**src/sv/stac_pkg.sv**
```systemverilog
// Shared types and constants of the sparse tile accumulator.
// No dependencies; imported by every module of the block.
package stac_pkg;

    localparam int ROWS        = 8;
    localparam int COLS        = 8;
    localparam int VALUE_WIDTH = 32;

    localparam int ROW_W    = 3;
    localparam int COL_W    = 3;
    localparam int POS_W    = 6;
    localparam int TILE_CAP = 64;
    localparam int CNT_W    = 7;

    typedef logic signed [VALUE_WIDTH-1:0] t_sum;

    typedef struct packed {
        logic              end_of_matrix;
        logic [ROW_W-1:0]  in_row;
        logic [COL_W-1:0]  in_col;
        logic signed [31:0] in_value;
    } t_in_beat;

    typedef struct packed {
        logic [ROW_W-1:0]  out_row;
        logic [COL_W-1:0]  out_col;
        logic signed [31:0] out_sum;
        logic              last_entry;
        logic              no_entries;
    } t_out_beat;

    // controller -> datapath
    typedef struct packed {
        logic elem_wr;      // accepted in-range element
        logic drain_start;  // rewind the order-list index
        logic sum_rd;       // drain: read sum at listed position, clear its touch bit
        logic out_load;     // load a drained entry into the output register
        logic out_empty;    // load the empty-tile beat
        logic idx_inc;      // advance to next listed position
        logic cnt_clear;    // drain finished
    } t_dp_cmd;

    // datapath -> controller
    typedef struct packed {
        logic in_eom;
        logic in_range;
        logic cnt_zero;
        logic idx_last;
    } t_dp_sts;

endpackage

```
**src/sv/stac_dp.sv**
```systemverilog
// Datapath: sum memory with read-modify-write and forwarding, touch map,
// first-touch order list and output register. Depends on stac_pkg.
module stac_dp import stac_pkg::*; (
    input  logic      i_clk,
    input  logic      i_rst_n,
    input  t_in_beat  i_in_beat,
    input  t_dp_cmd   i_cmd,
    output t_dp_sts   o_sts,
    output t_out_beat o_out_beat
);

    t_sum mem_sum [TILE_CAP];
    logic [ROW_W+COL_W-1:0] mem_ord [TILE_CAP];

    logic [TILE_CAP-1:0] r_touch;
    logic [CNT_W-1:0]    r_cnt;
    logic [POS_W-1:0]    r_idx;
    logic                r_s1_vld;

    logic [POS_W-1:0]       r_s1_pos;
    t_sum                   r_s1_val;
    logic                   r_s1_touch;
    logic                   r_s1_fwd;
    t_sum                   r_wb_sum;
    t_sum                   r_rd;
    logic [ROW_W+COL_W-1:0] r_ord;
    t_out_beat              r_out;

    logic [POS_W-1:0] pos_in;
    logic [POS_W-1:0] pos_dr;
    logic [POS_W-1:0] rd_addr;
    logic [ROW_W-1:0] dr_row;
    logic [COL_W-1:0] dr_col;
    t_sum             val_in;
    t_sum             old_sum;
    t_sum             new_sum;
    logic             first_touch;

    assign dr_row  = r_ord[ROW_W+COL_W-1:COL_W];
    assign dr_col  = r_ord[COL_W-1:0];
    assign pos_in  = POS_W'(POS_W'(i_in_beat.in_row) * POS_W'(COLS))
                   + POS_W'(i_in_beat.in_col);
    assign pos_dr  = POS_W'(POS_W'(dr_row) * POS_W'(COLS)) + POS_W'(dr_col);
    assign rd_addr = i_cmd.sum_rd ? pos_dr : pos_in;
    assign val_in  = VALUE_WIDTH'(i_in_beat.in_value);

    // untouched entries read as zero; back-to-back hits take the last write
    assign old_sum = !r_s1_touch ? '0 : (r_s1_fwd ? r_wb_sum : r_rd);
    assign new_sum = old_sum + r_s1_val;

    assign first_touch = !r_touch[pos_in] && (r_cnt < CNT_W'(TILE_CAP));

    assign o_sts.in_eom   = i_in_beat.end_of_matrix;
    assign o_sts.in_range = ({1'b0, i_in_beat.in_row} < (ROW_W+1)'(ROWS))
                         && ({1'b0, i_in_beat.in_col} < (COL_W+1)'(COLS));
    assign o_sts.cnt_zero = (r_cnt == '0);
    assign o_sts.idx_last = ((CNT_W'(r_idx) + CNT_W'(1)) == r_cnt);

    assign o_out_beat = r_out;

    // control state
    always_ff @(posedge i_clk) begin
        if (!i_rst_n) begin
            r_touch  <= '0;
            r_cnt    <= '0;
            r_idx    <= '0;
            r_s1_vld <= 1'b0;
        end else begin
            r_s1_vld <= i_cmd.elem_wr;
            if (i_cmd.elem_wr && first_touch) begin
                r_touch[pos_in] <= 1'b1;
                r_cnt           <= r_cnt + CNT_W'(1);
            end
            if (i_cmd.sum_rd) begin
                r_touch[pos_dr] <= 1'b0;
            end
            if (i_cmd.drain_start) begin
                r_idx <= '0;
            end else if (i_cmd.idx_inc) begin
                r_idx <= r_idx + POS_W'(1);
            end
            if (i_cmd.cnt_clear) begin
                r_cnt <= '0;
            end
        end
    end

    // memories
    always_ff @(posedge i_clk) begin
        if (r_s1_vld) begin
            mem_sum[r_s1_pos] <= new_sum;
        end
        if (i_cmd.elem_wr || i_cmd.sum_rd) begin
            r_rd <= mem_sum[rd_addr];
        end
        if (i_cmd.elem_wr && first_touch) begin
            mem_ord[r_cnt[POS_W-1:0]] <= {i_in_beat.in_row, i_in_beat.in_col};
        end
        r_ord <= mem_ord[r_idx];
    end

    // payload
    always_ff @(posedge i_clk) begin
        if (r_s1_vld) begin
            r_wb_sum <= new_sum;
        end
        if (i_cmd.elem_wr) begin
            r_s1_pos   <= pos_in;
            r_s1_val   <= val_in;
            r_s1_touch <= r_touch[pos_in];
            r_s1_fwd   <= r_s1_vld && (r_s1_pos == pos_in);
        end
        if (i_cmd.out_load) begin
            r_out.out_row    <= dr_row;
            r_out.out_col    <= dr_col;
            r_out.out_sum    <= 32'(r_rd);
            r_out.last_entry <= o_sts.idx_last;
            r_out.no_entries <= 1'b0;
        end else if (i_cmd.out_empty) begin
            r_out.out_row    <= '0;
            r_out.out_col    <= '0;
            r_out.out_sum    <= '0;
            r_out.last_entry <= 1'b0;
            r_out.no_entries <= 1'b1;
        end
    end

endmodule

```
**src/sv/stac_ctrl.sv**
```systemverilog
// Controller: accepts beats in idle and sequences the drain of a tile.
// Depends on stac_pkg; drives the datapath through t_dp_cmd.
module stac_ctrl import stac_pkg::*; (
    input  logic    i_clk,
    input  logic    i_rst_n,
    input  logic    i_in_valid,
    input  logic    i_out_stall,
    input  t_dp_sts i_sts,
    output t_dp_cmd o_cmd,
    output logic    o_in_stall,
    output logic    o_out_valid
);

    typedef enum logic [2:0] {
        S_IDLE,
        S_EMPTY,
        S_LIST,
        S_SUM,
        S_LOAD
    } t_state;

    t_state r_state;
    t_state n_state;
    logic   r_out_valid;
    logic   n_out_valid;
    logic   accept;
    logic   out_free;

    assign accept   = i_in_valid && (r_state == S_IDLE);
    assign out_free = !r_out_valid || !i_out_stall;

    always_comb begin
        n_state     = r_state;
        n_out_valid = r_out_valid && i_out_stall;
        o_cmd       = '0;
        unique case (r_state)
            S_IDLE: begin
                if (accept) begin
                    if (!i_sts.in_eom) begin
                        o_cmd.elem_wr = i_sts.in_range;
                    end else if (i_sts.cnt_zero) begin
                        n_state = S_EMPTY;
                    end else begin
                        o_cmd.drain_start = 1'b1;
                        n_state           = S_LIST;
                    end
                end
            end
            S_EMPTY: begin
                if (out_free) begin
                    o_cmd.out_empty = 1'b1;
                    n_out_valid     = 1'b1;
                    n_state         = S_IDLE;
                end
            end
            S_LIST: begin
                n_state = S_SUM;
            end
            S_SUM: begin
                o_cmd.sum_rd = 1'b1;
                n_state      = S_LOAD;
            end
            S_LOAD: begin
                if (out_free) begin
                    o_cmd.out_load = 1'b1;
                    n_out_valid    = 1'b1;
                    if (i_sts.idx_last) begin
                        o_cmd.cnt_clear = 1'b1;
                        n_state         = S_IDLE;
                    end else begin
                        o_cmd.idx_inc = 1'b1;
                        n_state       = S_LIST;
                    end
                end
            end
            default: begin
                n_state = S_IDLE;
            end
        endcase
    end

    always_ff @(posedge i_clk) begin
        if (!i_rst_n) begin
            r_state     <= S_IDLE;
            r_out_valid <= 1'b0;
        end else begin
            r_state     <= n_state;
            r_out_valid <= n_out_valid;
        end
    end

    assign o_in_stall  = (r_state != S_IDLE);
    assign o_out_valid = r_out_valid;

endmodule

```
**src/sv/sparse_tile_accumulator_core.sv**
```systemverilog
// Sparse tile accumulator, top level: controller plus datapath.
// Depends on stac_pkg, stac_ctrl and stac_dp.
//
// Input channel (i_in_valid / o_in_stall / i_in_beat): each beat is either an
// element (row, col, signed value) or an end-of-matrix marker. Elements are
// summed with two's-complement wrap into an 8x8 tile of sums; out-of-tile
// positions are dropped. While not stalled, element beats go at one per cycle:
// a one-stage read-modify-write on the sum memory, forwarding repeated hits.
// An end-of-matrix beat drains the tile: each touched position is sent once,
// in first-touch order, with last_entry on the final beat, and is cleared.
// An empty tile gives one beat with no_entries set and all else zero.
// Drain: each result takes an order-list read, a sum read and an output load
// in turn, and one result is drained at a time; o_in_stall stays
// high for the whole drain. Output channel (o_out_valid / i_out_stall /
// o_out_beat) is a single output register; while i_out_stall is high the beat
// holds and the drain waits. Element beats are still taken while the last
// result waits. Synchronous reset empties the tile (touch map and count
// cleared, untouched sums read as zero) and drops any pending output.
module sparse_tile_accumulator_core import stac_pkg::*; (
    input  logic      i_clk,
    input  logic      i_rst_n,
    input  logic      i_in_valid,
    output logic      o_in_stall,
    input  t_in_beat  i_in_beat,
    output logic      o_out_valid,
    input  logic      i_out_stall,
    output t_out_beat o_out_beat
);

    t_dp_cmd dp_cmd;
    t_dp_sts dp_sts;

    stac_ctrl u_ctrl (
        .i_clk       (i_clk),
        .i_rst_n     (i_rst_n),
        .i_in_valid  (i_in_valid),
        .i_out_stall (i_out_stall),
        .i_sts       (dp_sts),
        .o_cmd       (dp_cmd),
        .o_in_stall  (o_in_stall),
        .o_out_valid (o_out_valid)
    );

    stac_dp u_dp (
        .i_clk      (i_clk),
        .i_rst_n    (i_rst_n),
        .i_in_beat  (i_in_beat),
        .i_cmd      (dp_cmd),
        .o_sts      (dp_sts),
        .o_out_beat (o_out_beat)
    );

endmodule

```
**config.mk**
```make
export PLATFORM = sky130hd
export DESIGN_NAME = sparse_tile_accumulator_core
export DESIGN_NICKNAME = d
export VERILOG_FILES = /design/src/sv/stac_pkg.sv /design/src/sv/stac_dp.sv /design/src/sv/stac_ctrl.sv /design/src/sv/sparse_tile_accumulator_core.sv
export SDC_FILE = /design/constraint.sdc
export NUM_CORES = 2
export LEC_CHECK = 0
export ABC_AREA = 1
export BUFFER_PORTS_ARGS = -buffer_cell sky130_fd_sc_hd__buf_2
export CORE_MARGIN = 2
export CORE_UTILIZATION = 25
export CTS_CLUSTER_DIAMETER = 80
export DETAILED_ROUTE_END_ITERATION = 6
export PLACE_DENSITY = 0.41
export SLEW_MARGIN = 20
export SYNTH_ARGS = -nofsm -noshare
export SYNTH_HDL_FRONTEND = slang
export SYNTH_SLANG_ARGS = --single-unit
```
**constraint.sdc**
```tcl
create_clock -name i_clk -period 5.19 [get_ports i_clk]
set_clock_uncertainty 0.1 [all_clocks]
set_input_delay 0.519 -clock i_clk [delete_from_list [all_inputs] [get_ports i_clk]]
set_output_delay 0.519 -clock i_clk [all_outputs]
set_load 0.01 [all_outputs]
```
[Word-level counts from Yosys, hierarchy flattened]
Memories as Yosys holds them, arrays and structs flattened. A register that Yosys moved wholly into a read port is not among the register bits.
Cells that the tools add are included.
Storage, ports and cells
  register bits after elaboration: 194
  memory bits (writable): 2432
  input bits: 43
  output and inout port bits: 42
  memories kept: 2
Operators by class
  add/subtract/negate cells: 6
  order comparisons: 5
  equal/unequal tests: 10
  mux-type cells: 40
  bitwise gates (word level): 4
  reduce and logical (&&, ||, !) cells: 20
Memories
  u_dp.mem_sum: words 64, width 32, rd ports 1, clocked after memory_dff 1, write ports 1, RTL line stac_dp.sv:12  | t_sum mem_sum [TILE_CAP];
  u_dp.mem_ord: words 64, width 6, rd ports 1, clocked after memory_dff 1, write ports 1, RTL line stac_dp.sv:13  | logic [ROW_W+COL_W-1:0] mem_ord [TILE_CAP];
Operator list (number)
  two-way mux 64 bit: 3
  two-way mux 40 bit: 2
  bitwise AND 64 bit: 1
  two-way mux 32 bit: 2
  inverter 64 bit: 1
  bitwise OR 64 bit: 1
  adder 32 bit: 1
  two-way mux 1 bit: 18
  case mux 3 bit (5 select lines): 1
  < comparator 6 x 7 -> 1 bit, second input constant: 2
  adder 6 x 3 -> 6 bit: 2
  demux 1 bit (select 6 bit): 2
  greater-or-equal comparator 6 x 1 -> 1 bit, second input constant: 2
  two-way mux 2 bit: 6
  two-way mux 3 bit: 4
  adder 6 x 1 -> 7 bit, second input constant: 1
  adder 7 x 1 -> 7 bit, second input constant: 1
  equality test 7 bit: 1
  logical AND 1 bit: 7
  logical NOT 7 bit: 1
  < comparator 7 bit, second input constant: 1
  adder 6 x 1 -> 6 bit, second input constant: 1
  binary-select mux 1 bit (select 6 bit): 1
  equality test 3 x 2 -> 1 bit, second input constant: 2
  14 further kinds: 21

[Depth between registers and ports, before layout]
  depth in word-level cells: 10
  depth in mapped cells: 18
  depth with buffers taken out: 14

[Cells and area by module]
Synthesis repeated with hierarchy kept, for this count alone.
Unflattened totals
  cell total of the unflattened synthesis: 9528
  area total of the unflattened synthesis: 109617.6 um2
By module, submodules not included
  stac_dp: times used 1, cells an instance 9478, area each 109311.1 um2, sequential area each 79025.8 um2
  stac_ctrl: times used 1, cells an instance 50, area each 306.5 um2, sequential area each 80.1 um2

[Worst setup path before layout]
Ideal clock, no wire load.
  path kind: register -> register
  start: reg u_dp.r_s1_fwd
  end: mem u_dp.mem_sum[0][16] in the netlist's numbering, data pin
  library setup time: 0.540 ns
  arrival time: 3.962 ns
  data required time: 4.550 ns
  slack: 0.588 ns
  cell stages (with the launch flop): 13
  clock period less this slack: 4.602 ns
  cells stage by stage: edfxtp_1 > inv_2 > clkbuf_1 > a21oi_1 > ha_1 > fa_1 > nand3_1 > nand2_1 > a21oi_1 > inv_1 > a21oi_1 > o21bai_1 > xor2_1
On the way
  cells in the longest elaborated chain, start to end: 3
Ends and longest elaborated chain
  start: declaration: RTL line stac_dp.sv:23  | logic r_s1_fwd;
  start signal: assignment: RTL line stac_dp.sv:111  | r_s1_fwd <= r_s1_vld && (r_s1_pos == pos_in);
  two-way mux 32 bit (2 in a row): RTL line stac_dp.sv:48  | assign old_sum = !r_s1_touch ? '0 : (r_s1_fwd ? r_wb_sum : r_rd);
  adder 32 bit: RTL line stac_dp.sv:49  | assign new_sum = old_sum + r_s1_val;
  via u_dp.new_sum[16]: RTL line stac_dp.sv:36  | t_sum new_sum;
  end: declaration: RTL line stac_dp.sv:12
The timed path passes the listed nets, and every way through them passes these cells.

[Final worst setup path]
  start: reg u_ctrl.r_state[1]
  end: reg u_dp.r_rd[7], read port of u_dp.mem_sum, data pin
On the way
  cells in the longest elaborated chain, start to end: 5
Ends and longest elaborated chain
  start: declaration: RTL line stac_ctrl.sv:22  | t_state r_state;
  start signal: assignment: RTL line stac_ctrl.sv:87  | r_state <= n_state;
  logical NOT 3 bit: RTL line stac_ctrl.sv:29, stac_ctrl.sv:36
  logical AND 1 bit: RTL line stac_ctrl.sv:29  | assign accept = i_in_valid && (r_state == S_IDLE);
  two-way mux 2 bit: RTL line stac_ctrl.sv:38  | if (accept) begin
  two-way mux 2 bit: RTL line stac_ctrl.sv:36  | unique case (r_state)
  logical OR 1 bit: RTL line stac_dp.sv:93  | if (i_cmd.elem_wr || i_cmd.sum_rd) begin
  end: declaration: RTL line stac_dp.sv:25  | t_sum r_rd;
Parallel ways exist; a longest one is shown, timed or not.
A chain may end at the register's enable or synchronous reset.

==> results.py <==
metrics = {
    "synth": {
        "syn-cell-area_mm2": 0.111,
        "yosys-top-cells-area": "edfxtp_1, nand2_1, nand3_1",
        "syn_avg_cell_area_um2": 11.6,
        "synth_cell_type_count": 43,
        "synth-warning-count": 0,
        "syn_nets": 9644,
        "synthArstFlopShare": 0,
        "synth-main-ff-cell": "edfxtp_1",
        "synth_area_leader_cell": "edfxtp_1",
        "synth-edff-count": 2575,
        "ys_ff_latch": 2664,
        "syn_inst": 9566,
        "ys_seq_area_frac": 0.710,
        "synth_top_cell_area_share": 0.694,
    },
    "worst_hold_path": {
        "hold_class": "in2reg",
    },
    "floorplan": {
        "die_h_um": 671,
        "die-area_mm2": 0.451,
        "initial_utilization": 0.251,
        "io_pins": 85,
        "die_w_um": 671,
        "rows": 245,
        "core_mm2": 0.444,
    },
    "layout": {
        "num-nets-final": 9810,
        "final_cell_area_mm2": 0.131,
        "final_common_cell": "edfxtp_1",
        "syn_to_final_growth_pct": 17.5,
        "final_cell_mix": "edfxtp_1, nand2_1, nand3_1, inv_1, o211ai_1",
        "final_cells": 15900,
        "drive_above_1_share": 0.0947,
    },
    "clocking": {
        "htreeDepth": 5,
        "cts_buffers": 305,
        "cts_setup_buffers": 0,
        "clk_path_buf_depth": 4,
        "clockRootBuffer": "clkbuf_16",
        "cts.sinks": 2664,
        "tritoncts": "yes",
        "clk_pin_slew_ns": 0.06,
        "clk_latency_ns": 0.93,
    },
    "timing": {
        "worstMarginPinSlew_ns": 1.23,
        "fmax_mhz": 221,
        "hold_ws_ns": 0.0848,
        "fin_setup_tns_ns": 0,
        "rsz0062_at_grt": "false",
        "slew_viol_final": 0,
        "setup_viol": 0,
        "period_minus_slack_ns": 4.52,
        "post-route-period-util": 0.872,
        "hold_violations": 0,
        "relSlewSlack": 0.177,
    },
    "detailed_routing": {
        "drc": 1,
        "drt_iter0_markers": 7386,
        "num_vias": 75000,
        "highest_layer": "met4",
        "wirelength_mm": 389,
        "wire_per_inst_um": 24.5,
        "met1_length_mm": 178,
        "route.met2.wl_mm": 179,
        "wl_met3_mm": 22.3,
        "drt-pass1-iter-count": 7,
        "vias_per_cell": 4.71,
        "ant_nets": 0,
    },
    "worst_setup_path": {
        "cp.required_ns": 5.86,
        "criticalPathCategory": "reg2reg",
        "arrival_ns": 5.19,
        "start_kind": "register",
        "cp_max_fo": 43,
        "endpoint_kind": "register",
    },
    "power": {
        "irDropWorstVdd_mv": 0.244,
        "powerDensity_mw_per_mm2": 380,
        "leakagePower_nw": 46.5,
        "total_power_mw": 49.8,
    },
    "placed_design": {
        "hpwlAfterDp_mm": 227,
        "gp_congestion": 0.840,
        "dp.cells": 15300,
        "placed_area_mm2": 0.121,
        "io_buffers": 84,
    },
    "status": {
        "status": "complete, but fails checks",
        "violations": "DRC",
    },
    "global_routing": {
        "overflow": 0,
        "grt_max_degree": 193,
        "grt.total_usage": 0.167,
        "antenna_found_initial": 20,
        "grt_pass1_wl_mm": 551,
        "grt_pass1_vias": 72600,
    },
    "flow_run": {
        "drv_cap": 0,
    },
}
[power by group]
group / internal, mW / switching [mW] / total (mW)
clock network: 12.0 / 8.96 / 20.9
logic: 0.923 / 3.35 / 4.27
registers: 24.5 / 0.0958 / 24.6
[kinds of logic after synthesis]
| family | synth area share |
|---|---|
| simple gates | 0.148 |
| flops | 0.710 |
| buf+inv | 0.0549 |
| compound gates | 0.0800 |
| xor+xnor | 0.00291 |
| fa+ha+maj | 0.00400 |
[area by class of cell]
cell class,count,area (um2)
Fill cell,45500,314000
Sequential cell,2664,79100
Multi-Input combinational cell,5373,27200
Clock buffer,380,8130
Tap cell,5928,7420
Timing Repair Buffer,436,4060
Inverter,952,3600
Clock inverter,163,1340
Antenna cell,13,32.5
[sequential cells by signal, summed over array words and instances (netlist names), 3 cells and up]
register	flops
u_dp.r_cnt	7
u_dp.mem_sum	2048
u_dp.r_rd	32
u_dp.r_ord	6
u_dp.mem_ord	384
u_ctrl.r_state	3
u_dp.r_touch	64
u_dp.r_s1_pos	6
u_dp.r_wb_sum	32
u_dp.r_idx	6
u_dp.o_out_beat	40
u_dp.r_s1_val	32
[cell usage after synthesis (2+ instances only)]
| master | count |
|---|---|
| o21a_1 | 4 |
| nand4_1 | 13 |
| clkinv_1 | 4 |
| xor2_1 | 30 |
| a21o_1 | 5 |
| o21ai_1 | 4 |
| xnor2_1 | 7 |
| o211ai_1 | 709 |
| o22ai_1 | 45 |
| o21bai_1 | 4 |
| clkbuf_1 | 262 |
| nand2_1 | 2189 |
| buf_4 | 11 |
| o31ai_1 | 8 |
| a31oi_1 | 3 |
| nor2_1 | 549 |
| buf_1 | 47 |
| o21ai_0 | 332 |
| nand3_1 | 1113 |
| nor4_1 | 4 |
| edfxtp_1 | 2575 |
| nor3_1 | 30 |
| inv_2 | 4 |
| nand2_2 | 2 |
| a21oi_1 | 183 |
| nand4_2 | 5 |
| o21ai_2 | 2 |
| dfxtp_1 | 89 |
| nand3b_1 | 33 |
| ha_1 | 34 |
| a21boi_0 | 2 |
| o221ai_1 | 55 |
| inv_1 | 944 |
| buf_2 | 256 |
[routing by layer]
| layer | vias to the layer above | global-route usage |
|---|---|---|
| li1 | 34100 | - |
| met1 | 38200 | 0.235 |
| met2 | 2231 | 0.271 |
| met3 | 458 | 0.0250 |
| met4 | 0 | 0.0414 |
| met5 | - | 0 |
[repair_timing]
item | 4_1_cts | 5_1_grt
gates resized for setup | 0 | 0
hold buffers | 37 | 0
endpoints found under the setup margin | 0 | 0
hold endpoints to repair | 39 | 0
[final timing paths]
kind              slack, ns                  to  cells past startpoint         startpoint
setup / recovery       0.67        u_dp.r_rd[7]                     12  u_ctrl.r_state[1]
hold / removal         0.08  u_ctrl.o_out_valid                      5        i_out_stall
setup reg to reg       0.67        u_dp.r_rd[7]                     12  u_ctrl.r_state[1]
hold reg to reg        0.35    u_dp.r_touch[24]                      2   u_dp.r_touch[24]
[worst max-delay path, cell delays in order, from the launching register on]
cell	delay, ns
dfxtp_1	0.46
nand3_1	0.46
buf_4	0.35
o21ai_4	0.61
buf_12	0.36
buf_12	0.27
buf_12	0.27
o211ai_1	0.13
nand3_1	0.14
nand3_1	0.11
nand3_1	0.25
nand3_1	0.49
nand2_1	0.19
[metrics by stage]
step	setup slack [ns]	util
2_1_floorplan	0.588	-
3_3_place_gp	0.711	0.272
3_5_place_dp	0.675	0.272
4_1_cts	0.661	0.294
5_1_grt	0.434	0.294
6_report	0.667	0.294
No activity file was read; power rests on OpenSTA's default activity.
